<file path="config.mk">
export PLATFORM = sky130hd
export DESIGN_NAME = three_voice_mixer_waveshaper_flat
export DESIGN_NICKNAME = d
export VERILOG_FILES = /design/src/design/tvmw_pkg.sv /design/src/design/tvmw_if.sv /design/src/design/three_voice_mixer_waveshaper.sv /design/src/design/tvmw_cfg.sv /design/src/design/tvmw_mix.sv /design/src/design/tvmw_shape.sv /design/src/flat_wrapper.sv
export SDC_FILE = /design/constraint.sdc
export NUM_CORES = 1
export LEC_CHECK = 0
export ABC_AREA = 1
export BUFFER_PORTS_ARGS = -buffer_cell sky130_fd_sc_hd__buf_2
export CAP_MARGIN = 0
export CORE_MARGIN = 1.5
export CORE_UTILIZATION = 65
export CTS_CLUSTER_SIZE = 40
export DETAILED_ROUTE_END_ITERATION = 8
export PLACE_DENSITY = 0.9
export SETUP_SLACK_MARGIN = 0.4
export SLEW_MARGIN = 0
export SYNTH_ARGS = -nofsm -noshare
export SYNTH_HDL_FRONTEND = slang
export SYNTH_SLANG_ARGS = --single-unit
</file>
<file path="constraint.sdc">
create_clock -name clk -period 11.5 [get_ports clk]
set_input_delay 2.3 -clock clk [delete_from_list [all_inputs] [get_ports clk]]
set_output_delay 2.3 -clock clk [all_outputs]
set_load 0.03 [all_outputs]
</file>
<file path="src/design/tvmw_pkg.sv">
// Package for the three-voice mixer / waveshaper.
// Holds widths, register indexes, shaper mode codes and shared structs.
// No dependencies.
package tvmw_pkg;

    localparam int BLOCK_SIZE = 32;
    localparam int POS_W      = 6;
    localparam int HOLD_W     = 5;
    localparam int SAMPLE_W   = 8;
    localparam int GAIN_W     = 8;
    localparam int FUZZ_W     = 7;
    localparam int MODE_W     = 6;
    localparam int PROD_W     = 16;
    localparam int CFG_IDX_W  = 3;
    localparam int CFG_DATA_W = 8;

    localparam logic [SAMPLE_W-1:0] MIDPOINT = 8'd128;

    localparam logic [CFG_IDX_W-1:0] CFG_ROOT_GAIN   = 3'd0;
    localparam logic [CFG_IDX_W-1:0] CFG_FIRST_GAIN  = 3'd1;
    localparam logic [CFG_IDX_W-1:0] CFG_SECOND_GAIN = 3'd2;
    localparam logic [CFG_IDX_W-1:0] CFG_FUZZ        = 3'd3;
    localparam logic [CFG_IDX_W-1:0] CFG_MODE        = 3'd4;
    localparam logic [CFG_IDX_W-1:0] CFG_MUTE        = 3'd5;

    localparam logic [MODE_W-1:0] MODE_MASK    = 6'd1;
    localparam logic [MODE_W-1:0] MODE_HOLD    = 6'd2;
    localparam logic [MODE_W-1:0] MODE_QUARTER = 6'd3;
    localparam logic [MODE_W-1:0] MODE_FLIP    = 6'd4;
    localparam logic [MODE_W-1:0] MODE_STRETCH = 6'd5;
    localparam logic [MODE_W-1:0] MODE_FOLD    = 6'd6;

    typedef struct packed {
        logic [GAIN_W-1:0] base_gain;
        logic [GAIN_W-1:0] first_division_gain;
        logic [GAIN_W-1:0] second_division_gain;
        logic [FUZZ_W-1:0] fuzz_amount;
        logic [MODE_W-1:0] shaper_mode;
        logic              mute;
    } cfg_t;

    typedef struct packed {
        logic [SAMPLE_W-1:0] sample;
        logic                bypass;
    } mixed_t;

endpackage

</file>
<file path="src/design/tvmw_if.sv">
// Channel interfaces for the mixer: voice samples in, mixed sample out, config writes.
// Depends on tvmw_pkg.
interface tvmw_voice_if
    import tvmw_pkg::*;
();
    logic                valid;
    logic                ready;
    logic [SAMPLE_W-1:0] root_sample;
    logic [SAMPLE_W-1:0] first_division_sample;
    logic [SAMPLE_W-1:0] second_division_sample;

    modport source (output valid, root_sample, first_division_sample,
                    second_division_sample, input ready);
    modport sink   (input valid, root_sample, first_division_sample,
                    second_division_sample, output ready);
endinterface

interface tvmw_mix_if
    import tvmw_pkg::*;
();
    logic                valid;
    logic                ready;
    logic [SAMPLE_W-1:0] mixed_sample;

    modport source (output valid, mixed_sample, input ready);
    modport sink   (input valid, mixed_sample, output ready);
endinterface

interface tvmw_cfg_if
    import tvmw_pkg::*;
();
    logic                  valid;
    logic                  ready;
    logic [CFG_IDX_W-1:0]  index;
    logic [CFG_DATA_W-1:0] data;

    modport source (output valid, index, data, input ready);
    modport sink   (input valid, index, data, output ready);
endinterface

</file>
<file path="src/design/three_voice_mixer_waveshaper.sv">
// Top level of the three-voice mixer / waveshaper.
// Depends on tvmw_pkg, tvmw_if, tvmw_cfg, tvmw_mix, tvmw_shape.
//
// Usage:
//   voices : request of three unsigned 8-bit oscillator samples (valid/ready).
//   mix    : one unsigned 8-bit mixed_sample per request (valid/ready).
//   cfg    : register writes, index 0..5 = root gain, first division gain,
//            second division gain, fuzz amount, shaper mode, mute. Always ready;
//            indexes above 5 are ignored. Write only while the block is idle.
// Pipeline: a request passes the product, mix and result registers in turn;
//   the three stages hand over independently, so bubbles close up.
// Throughput: one request per cycle unless mix stalls; a new request is taken
//   while a result waits.
// Reset: config registers clear to 0, block position and hold count to 0, held
//   value to 128; the pipeline empties.
// Stall: when mix.ready is low the result register holds; up to three
//   requests sit in the stages before voices.ready drops.
module three_voice_mixer_waveshaper
    import tvmw_pkg::*;
(
    input  logic         clk,
    input  logic         rst_n,
    tvmw_voice_if.sink   voices,
    tvmw_mix_if.source   mix,
    tvmw_cfg_if.sink     cfg
);

    cfg_t   cfg_q;
    logic   m_valid;
    logic   m_ready;
    mixed_t m_data;

    assign cfg.ready = 1'b1;

    tvmw_cfg u_cfg (
        .clk      (clk),
        .rst_n    (rst_n),
        .wr_en    (cfg.valid),
        .wr_index (cfg.index),
        .wr_data  (cfg.data),
        .cfg      (cfg_q)
    );

    tvmw_mix u_mix (
        .clk                    (clk),
        .rst_n                  (rst_n),
        .cfg                    (cfg_q),
        .in_valid               (voices.valid),
        .in_ready               (voices.ready),
        .root_sample            (voices.root_sample),
        .first_division_sample  (voices.first_division_sample),
        .second_division_sample (voices.second_division_sample),
        .m_valid                (m_valid),
        .m_ready                (m_ready),
        .m_data                 (m_data)
    );

    tvmw_shape u_shape (
        .clk        (clk),
        .rst_n      (rst_n),
        .cfg        (cfg_q),
        .m_valid    (m_valid),
        .m_ready    (m_ready),
        .m_data     (m_data),
        .out_valid  (mix.valid),
        .out_ready  (mix.ready),
        .out_sample (mix.mixed_sample)
    );

endmodule

</file>
<file path="src/design/tvmw_cfg.sv">
// Configuration register file: gains, fuzz amount, shaper mode, mute.
// Depends on tvmw_pkg.
module tvmw_cfg
    import tvmw_pkg::*;
(
    input  logic                  clk,
    input  logic                  rst_n,
    input  logic                  wr_en,
    input  logic [CFG_IDX_W-1:0]  wr_index,
    input  logic [CFG_DATA_W-1:0] wr_data,
    output cfg_t                  cfg
);

    cfg_t cfg_reg;
    cfg_t cfg_next;

    always_comb
    begin
        cfg_next = cfg_reg;
        if (wr_en)
        begin
            unique case (wr_index)
                CFG_ROOT_GAIN:   cfg_next.base_gain            = wr_data;
                CFG_FIRST_GAIN:  cfg_next.first_division_gain  = wr_data;
                CFG_SECOND_GAIN: cfg_next.second_division_gain = wr_data;
                CFG_FUZZ:        cfg_next.fuzz_amount          = wr_data[FUZZ_W-1:0];
                CFG_MODE:        cfg_next.shaper_mode          = wr_data[MODE_W-1:0];
                CFG_MUTE:        cfg_next.mute                 = wr_data[0];
                default:         cfg_next = cfg_reg;
            endcase
        end
    end

    always_ff @(posedge clk or negedge rst_n)
    begin
        if (!rst_n)
        begin
            cfg_reg <= '0;
        end
        else
        begin
            cfg_reg <= cfg_next;
        end
    end

    assign cfg = cfg_reg;

endmodule

</file>
<file path="src/design/tvmw_mix.sv">
// Mixer front end: registered gain products, then sum, slice and centering offset.
// Depends on tvmw_pkg.
module tvmw_mix
    import tvmw_pkg::*;
(
    input  logic                clk,
    input  logic                rst_n,
    input  cfg_t                cfg,
    input  logic                in_valid,
    output logic                in_ready,
    input  logic [SAMPLE_W-1:0] root_sample,
    input  logic [SAMPLE_W-1:0] first_division_sample,
    input  logic [SAMPLE_W-1:0] second_division_sample,
    output logic                m_valid,
    input  logic                m_ready,
    output mixed_t              m_data
);

    logic              p_valid_reg;
    logic [PROD_W-1:0] prod_a_reg;
    logic [PROD_W-1:0] prod_b_reg;
    logic [PROD_W-1:0] prod_c_reg;
    logic              m_valid_reg;
    mixed_t            m_data_reg;
    mixed_t            m_data_next;

    logic              adv_p;
    logic              adv_m;
    logic [PROD_W-1:0] sum;
    logic [GAIN_W-1:0] gain_total;
    logic [SAMPLE_W-1:0] centre;
    logic              gains_zero;

    assign adv_m    = !m_valid_reg || m_ready;
    assign adv_p    = !p_valid_reg || adv_m;
    assign in_ready = adv_p;

    always_comb
    begin
        sum        = prod_a_reg + prod_b_reg + prod_c_reg;
        gain_total = cfg.base_gain + cfg.first_division_gain + cfg.second_division_gain;
        centre     = gain_total[7] ? '0 : {1'b0, ~gain_total[6:0]};
        gains_zero = (cfg.base_gain == '0) && (cfg.first_division_gain == '0)
                     && (cfg.second_division_gain == '0);
        m_data_next.bypass = cfg.mute || gains_zero;
        m_data_next.sample = m_data_next.bypass ? MIDPOINT : sum[14:7] + centre;
    end

    always_ff @(posedge clk or negedge rst_n)
    begin
        if (!rst_n)
        begin
            p_valid_reg <= 1'b0;
            m_valid_reg <= 1'b0;
        end
        else
        begin
            if (adv_p)
            begin
                p_valid_reg <= in_valid;
            end
            if (adv_m)
            begin
                m_valid_reg <= p_valid_reg;
            end
        end
    end

    always_ff @(posedge clk)
    begin
        if (adv_p && in_valid)
        begin
            prod_a_reg <= {8'b0, root_sample} * {8'b0, cfg.base_gain};
            prod_b_reg <= {8'b0, first_division_sample} * {8'b0, cfg.first_division_gain};
            prod_c_reg <= {8'b0, second_division_sample} * {8'b0, cfg.second_division_gain};
        end
        if (adv_m && p_valid_reg)
        begin
            m_data_reg <= m_data_next;
        end
    end

    assign m_valid = m_valid_reg;
    assign m_data  = m_data_reg;

endmodule

</file>
<file path="src/design/tvmw_shape.sv">
// Waveshaper back end: seven shapers, sample-hold state, block position, result register.
// Depends on tvmw_pkg.
module tvmw_shape
    import tvmw_pkg::*;
(
    input  logic                clk,
    input  logic                rst_n,
    input  cfg_t                cfg,
    input  logic                m_valid,
    output logic                m_ready,
    input  mixed_t              m_data,
    output logic                out_valid,
    input  logic                out_ready,
    output logic [SAMPLE_W-1:0] out_sample
);

    logic                out_valid_reg;
    logic [SAMPLE_W-1:0] out_sample_reg;
    logic [SAMPLE_W-1:0] out_sample_next;
    logic [POS_W-1:0]    pos_reg;
    logic [POS_W-1:0]    pos_next;
    logic [HOLD_W-1:0]   hold_rem_reg;
    logic [HOLD_W-1:0]   hold_rem_next;
    logic [SAMPLE_W-1:0] held_reg;
    logic [SAMPLE_W-1:0] held_next;

    logic                load;
    logic [SAMPLE_W-1:0] s;
    logic [FUZZ_W-1:0]   f;
    logic [HOLD_W-1:0]   hold_len;
    logic                holding;
    logic [SAMPLE_W-1:0] two_f;
    logic [SAMPLE_W-1:0] shaped;
    logic [8:0]          sat_sum;
    logic [SAMPLE_W-1:0] fp1;
    logic [6:0]          stretch_x;
    logic [SAMPLE_W-1:0] stretch_k;
    logic [14:0]         stretch_p;
    logic [SAMPLE_W-1:0] stretch_t;
    logic [9:0]          fold_t;
    logic [SAMPLE_W-1:0] drive_a;
    logic [SAMPLE_W-1:0] drive_b;
    logic [15:0]         drive_p;
    logic [POS_W:0]      pos_inc;

    assign m_ready = !out_valid_reg || out_ready;
    assign load    = m_valid && m_ready;

    always_comb
    begin
        s        = m_data.sample;
        f        = cfg.fuzz_amount;
        two_f    = {f, 1'b0};
        hold_len = f[HOLD_W-1:0];

        sat_sum   = {1'b0, s} + {1'b0, two_f};
        fp1       = {1'b0, f} + 8'd1;
        stretch_x = s[7] ? s[6:0] : ~s[6:0];
        stretch_k = {1'b0, f} + 8'd4;
        stretch_p = {8'b0, stretch_x} * {7'b0, stretch_k};
        stretch_t = stretch_p[9:2];
        fold_t    = {2'b00, s} + {1'b0, f, 2'b00};
        drive_a   = s[7] ? 8'd255 - s : s;
        drive_b   = s[7] ? two_f : {~f, 1'b0};
        drive_p   = {8'b0, drive_a} * {8'b0, drive_b};

        unique case (cfg.shaper_mode)
            MODE_MASK:
            begin
                shaped = s[7] ? (s & ~{1'b0, f}) + {1'b0, f} : s & ~{1'b0, f};
            end
            MODE_QUARTER:
            begin
                if (s[6])
                    shaped = (s > two_f) ? s - two_f : '0;
                else
                    shaped = sat_sum[8] ? 8'd255 : sat_sum[7:0];
            end
            MODE_FLIP:
            begin
                shaped = s ^ {fp1[6:0], 1'b0};
            end
            MODE_STRETCH:
            begin
                if (s[7])
                    shaped = stretch_t[7] ? {1'b1, ~stretch_t[6:0]} : {1'b1, stretch_t[6:0]};
                else
                    shaped = stretch_t[7] ? {1'b0, stretch_t[6:0]} : {1'b0, ~stretch_t[6:0]};
            end
            MODE_FOLD:
            begin
                shaped = fold_t[8] ? ~fold_t[7:0] : fold_t[7:0];
            end
            MODE_HOLD:
            begin
                shaped = s;
            end
            default:
            begin
                shaped = s[7] ? s + drive_p[15:8] : drive_p[15:8];
            end
        endcase

        holding = !m_data.bypass && (f != '0) && (cfg.shaper_mode == MODE_HOLD)
                  && (hold_len > 5'd1);

        held_next     = held_reg;
        hold_rem_next = '0;
        if (m_data.bypass || f == '0)
            out_sample_next = s;
        else
            out_sample_next = shaped;
        if (holding)
        begin
            if (pos_reg == '0 || hold_rem_reg == '0)
            begin
                held_next       = s;
                hold_rem_next   = hold_len - 5'd1;
                out_sample_next = s;
            end
            else
            begin
                hold_rem_next   = hold_rem_reg - 5'd1;
                out_sample_next = held_reg;
            end
        end

        pos_inc  = {1'b0, pos_reg} + 7'd1;
        pos_next = (pos_inc >= (POS_W+1)'(BLOCK_SIZE)) ? '0 : pos_inc[POS_W-1:0];
    end

    always_ff @(posedge clk or negedge rst_n)
    begin
        if (!rst_n)
        begin
            out_valid_reg <= 1'b0;
            pos_reg       <= '0;
            hold_rem_reg  <= '0;
            held_reg      <= MIDPOINT;
        end
        else
        begin
            if (m_ready)
            begin
                out_valid_reg <= m_valid;
            end
            if (load)
            begin
                pos_reg      <= pos_next;
                hold_rem_reg <= hold_rem_next;
                held_reg     <= held_next;
            end
        end
    end

    always_ff @(posedge clk)
    begin
        if (load)
        begin
            out_sample_reg <= out_sample_next;
        end
    end

    assign out_valid  = out_valid_reg;
    assign out_sample = out_sample_reg;

endmodule

</file>
<file path="src/flat_wrapper.sv">
// flat-port wrapper written by rule: the top's interface ports become plain ports
module three_voice_mixer_waveshaper_flat import tvmw_pkg::*;
  (clk, rst_n, voices_valid, voices_root_sample, voices_first_division_sample, voices_second_division_sample, voices_ready, mix_valid, mix_mixed_sample, mix_ready, cfg_valid, cfg_index, cfg_data, cfg_ready);
  tvmw_voice_if voices_i ();
  tvmw_mix_if mix_i ();
  tvmw_cfg_if cfg_i ();
  input  logic clk;
  input  logic rst_n;
  input wire logic [$bits(voices_i.valid)-1:0] voices_valid;
  input wire logic [$bits(voices_i.root_sample)-1:0] voices_root_sample;
  input wire logic [$bits(voices_i.first_division_sample)-1:0] voices_first_division_sample;
  input wire logic [$bits(voices_i.second_division_sample)-1:0] voices_second_division_sample;
  output wire logic [$bits(voices_i.ready)-1:0] voices_ready;
  output wire logic [$bits(mix_i.valid)-1:0] mix_valid;
  output wire logic [$bits(mix_i.mixed_sample)-1:0] mix_mixed_sample;
  input wire logic [$bits(mix_i.ready)-1:0] mix_ready;
  input wire logic [$bits(cfg_i.valid)-1:0] cfg_valid;
  input wire logic [$bits(cfg_i.index)-1:0] cfg_index;
  input wire logic [$bits(cfg_i.data)-1:0] cfg_data;
  output wire logic [$bits(cfg_i.ready)-1:0] cfg_ready;
  assign voices_i.valid = voices_valid;
  assign voices_i.root_sample = voices_root_sample;
  assign voices_i.first_division_sample = voices_first_division_sample;
  assign voices_i.second_division_sample = voices_second_division_sample;
  assign voices_ready = voices_i.ready;
  assign mix_valid = mix_i.valid;
  assign mix_mixed_sample = mix_i.mixed_sample;
  assign mix_i.ready = mix_ready;
  assign cfg_i.valid = cfg_valid;
  assign cfg_i.index = cfg_index;
  assign cfg_i.data = cfg_data;
  assign cfg_ready = cfg_i.ready;
  three_voice_mixer_waveshaper u_core (.clk(clk), .rst_n(rst_n), .voices(voices_i), .mix(mix_i), .cfg(cfg_i));
endmodule
</file>
==> results.py <==
metrics = {
    "outcome": {
        "status": "finished, final reports clean",
    },
    "clocking": {
        "post_cts_buffers": 0,
        "cts-buffers-inserted": 17,
        "cts_resized": 0,
        "cts_sinks": 122,
        "h-tree-depth": 4,
        "worstSkewPairLatency_ps": 450,
        "cts_tree": "done",
        "cts_hold_buf": 0,
        "clock-root-buffer": "clkbuf_16",
        "clk_pin_slew_ps": 70,
        "cts_buffer_depth": 2,
    },
    "cells_and_area": {
        "fin_cells": 2618,
        "seqCellArea_um2": 3360,
        "drive_above_1_share_pct": 6.68,
        "antenna_cells": 0,
        "multi_input_area_um2": 12300,
        "area_growth_pct": 5.31,
        "fin_util_pct": 69.6,
        "nNetsFinal": 2698,
        "fill_cells": 2021,
        "largest_reg_flops": 38,
    },
    "detailed_routing": {
        "vias_per_cell": 5.87,
        "dr_total_vias": 15400,
        "drc": 0,
        "wl_um": 47000,
        "ant_nets": 0,
        "drtPass1Iterations": 9,
        "first_iter_violations": 1425,
        "route.detailed.wl_per_inst_um": 17.9,
    },
    "timing": {
        "fin_crit_sh_pct": 60.0,
        "fin_setup_tns_ps": 0,
        "rsz0062_at_grt": "no",
        "worstMarginPinSlew_ps": 860,
        "fin_crit_ps": 6900,
        "slew_viol_final": 0,
        "setup_viol": 0,
        "fmax_mhz": 145,
        "holdWs_ps": 478,
        "fin_skew_ps": 14.9,
        "relSlewSlack_pct": 42.6,
        "hold_viol_final": 0,
    },
    "yosys": {
        "synth_edf_count": 62,
        "synth_cell_type_count": 61,
        "ys_ff_latch": 122,
        "syn_area_um2": 17800,
        "synth_most_common_cell": "nand2_1",
        "synth_fp_nets": 2706,
        "async_flop_share_pct": 49.2,
        "synth_top_cell_by_area": "fa_1",
        "synthFlopType": "edfxtp_1",
        "synth_area_leaders": "fa_1 (20%), ha_1 (15%), nand2_1 (11%), edfxtp_1 (10%), inv_1 (9.2%)",
        "avgSynthCellArea_um2": 7.81,
        "synth.top_cell.area_share_pct": 19.8,
        "synth-seq-area-share_pct": 19.0,
        "netlist_instances": 2272,
        "yosys-top-cells-count": "nand2_1 (518), inv_1 (437), ha_1 (218)",
        "yosysWarningCount": 0,
    },
    "worst_setup_path": {
        "cpMaxStageDelayCell": "ha_1",
        "cp_common_cell": "nand2_1",
        "crit_path_end_kind": "flip-flop",
        "critPathMaxFanout": 11,
        "crit_arrival_ps": 7090,
        "critPathMaxStageDelay_ps": 570,
        "crit_type": "flip-flop to flip-flop",
        "required_ps": 11690,
        "startpoint_type": "flip-flop",
    },
    "global_routing": {
        "track_usage_pct": 34.5,
        "grt_pass1_vias": 15700,
        "grt_start_max_net_pins": 61,
        "grt-ovfl-total": 0,
        "grt_antenna_before_repair": 0,
        "grt_first_pass_wirelength_um": 76600,
    },
    "hold_path": {
        "hp-class": "flip-flop to flip-flop",
    },
    "placed_design": {
        "globalplace.congestion": 1.05,
        "place_inst": 2586,
        "dp_hpwl_um": 36300,
        "port_buffers": 49,
    },
    "floorplan": {
        "fp.dieH_um": 168,
        "start_util_pct": 66.1,
        "ios": 51,
        "die_x_um": 168,
        "die_area_um2": 28300,
        "num_rows": 60,
        "core-area_um2": 26900,
    },
    "flow_run": {
        "drv_cap": 0,
    },
}
## logic make-up (layout without fill, tap and decap cells)
logic type / count (synthesis) / after routing / synth area share (%)
buffers and inverters: 529 / 534 / 11.5
DFF: 122 / 122 / 19.0
xor gates and xnor gates: 100 / 100 / 5.23
other: 2 / 2 / 0.0423
AOI/OAI and AO/OA: 275 / 275 / 8.49
adders and majority gates: 394 / 394 / 35.2
and+or+nand+nor: 850 / 850 / 20.6
## final timing paths
check	slack, ps	start	end	cells after the start
worst min register to register	480	u_core.u_mix.m_valid$_DFFE_PN0P_	u_core.u_shape.out_valid$_DFFE_PN0P_	2
max in group asynchronous	8970	rst_n	u_core.u_cfg.cfg[37]$_DFFE_PN0P_	2
worst max-delay path	4600	u_core.u_cfg.cfg[13]$_DFFE_PN0P_	u_core.u_shape.out_sample[7]$_DFFE_PP_	29
worst min-delay path	480	u_core.u_mix.m_valid$_DFFE_PN0P_	u_core.u_shape.out_valid$_DFFE_PN0P_	2
worst max register to register	4600	u_core.u_cfg.cfg[13]$_DFFE_PN0P_	u_core.u_shape.out_sample[7]$_DFFE_PP_	29
min in group asynchronous	2000	rst_n	u_core.u_shape.hold_rem_reg[4]$_DFFE_PN0P_	2
## through the flow
| stage | cell area, um^2 | setup WS, ps |
|---|---|---|
| after floorplan | 17800 | 5220 |
| after detailed placement | 18100 | 4640 |
| after CTS | 18700 | 4620 |
| final | 18700 | 4600 |
| after global routing | 18700 | 4090 |
| after global placement | 18100 | 4820 |
## critical path, delay by kind of cell, from the launching register on
family | cells | cell delay [ps]
XOR/XNOR | 1 | 210
AO/OA/AOI/OAI | 4 | 870
buffers and inverters | 5 | 710
flip-flops | 1 | 540
adder cells (fa/ha/maj) | 7 | 3330
AND/OR/NAND/NOR | 12 | 1000
## placed cells by master, fill, tap and decap left out, types with 10 or more instances in the layout
cell type	Yosys	final
fa_1	176	176
a21oi_1	112	112
buf_2	9	49
ha_1	218	218
a31oi_1	10	10
inv_1	437	436
nand2_1	518	518
xnor2_1	30	30
nor2_1	147	147
xor2_1	66	66
clkbuf_16	0	18
nand3_1	91	91
nand2_2	15	15
o21ai_0	101	101
nand4_1	13	13
dfrtp_1	59	59
or2_2	11	11
edfxtp_1	62	62
## area by class of cell
type | instances | share of cell area (%)
Tap cell | 341 | 2.28
Clock buffer | 18 | 2.41
Timing Repair Buffer | 55 | 1.55
Clock inverter | 14 | 0.729
Sequential cell | 122 | 18.0
Inverter | 447 | 8.99
Multi-Input combinational cell | 1621 | 66.0
## routing by layer
| layer | vias to the layer above | share of wire, % | global-route usage, % |
|---|---|---|---|
| met2 | 724 | 49 | 59.7 |
| li1 | 7065 | - | - |
| met3 | 231 | 7.2 | 5.22 |
| met5 | - | 0 | 0 |
| met4 | 0 | 7.4 | 22.9 |
| met1 | 7347 | 36 | 39.8 |
Power is left out: the tool's default activity adds up to more than one toggle a clock period on the data nets, which glitch-free logic cannot reach.
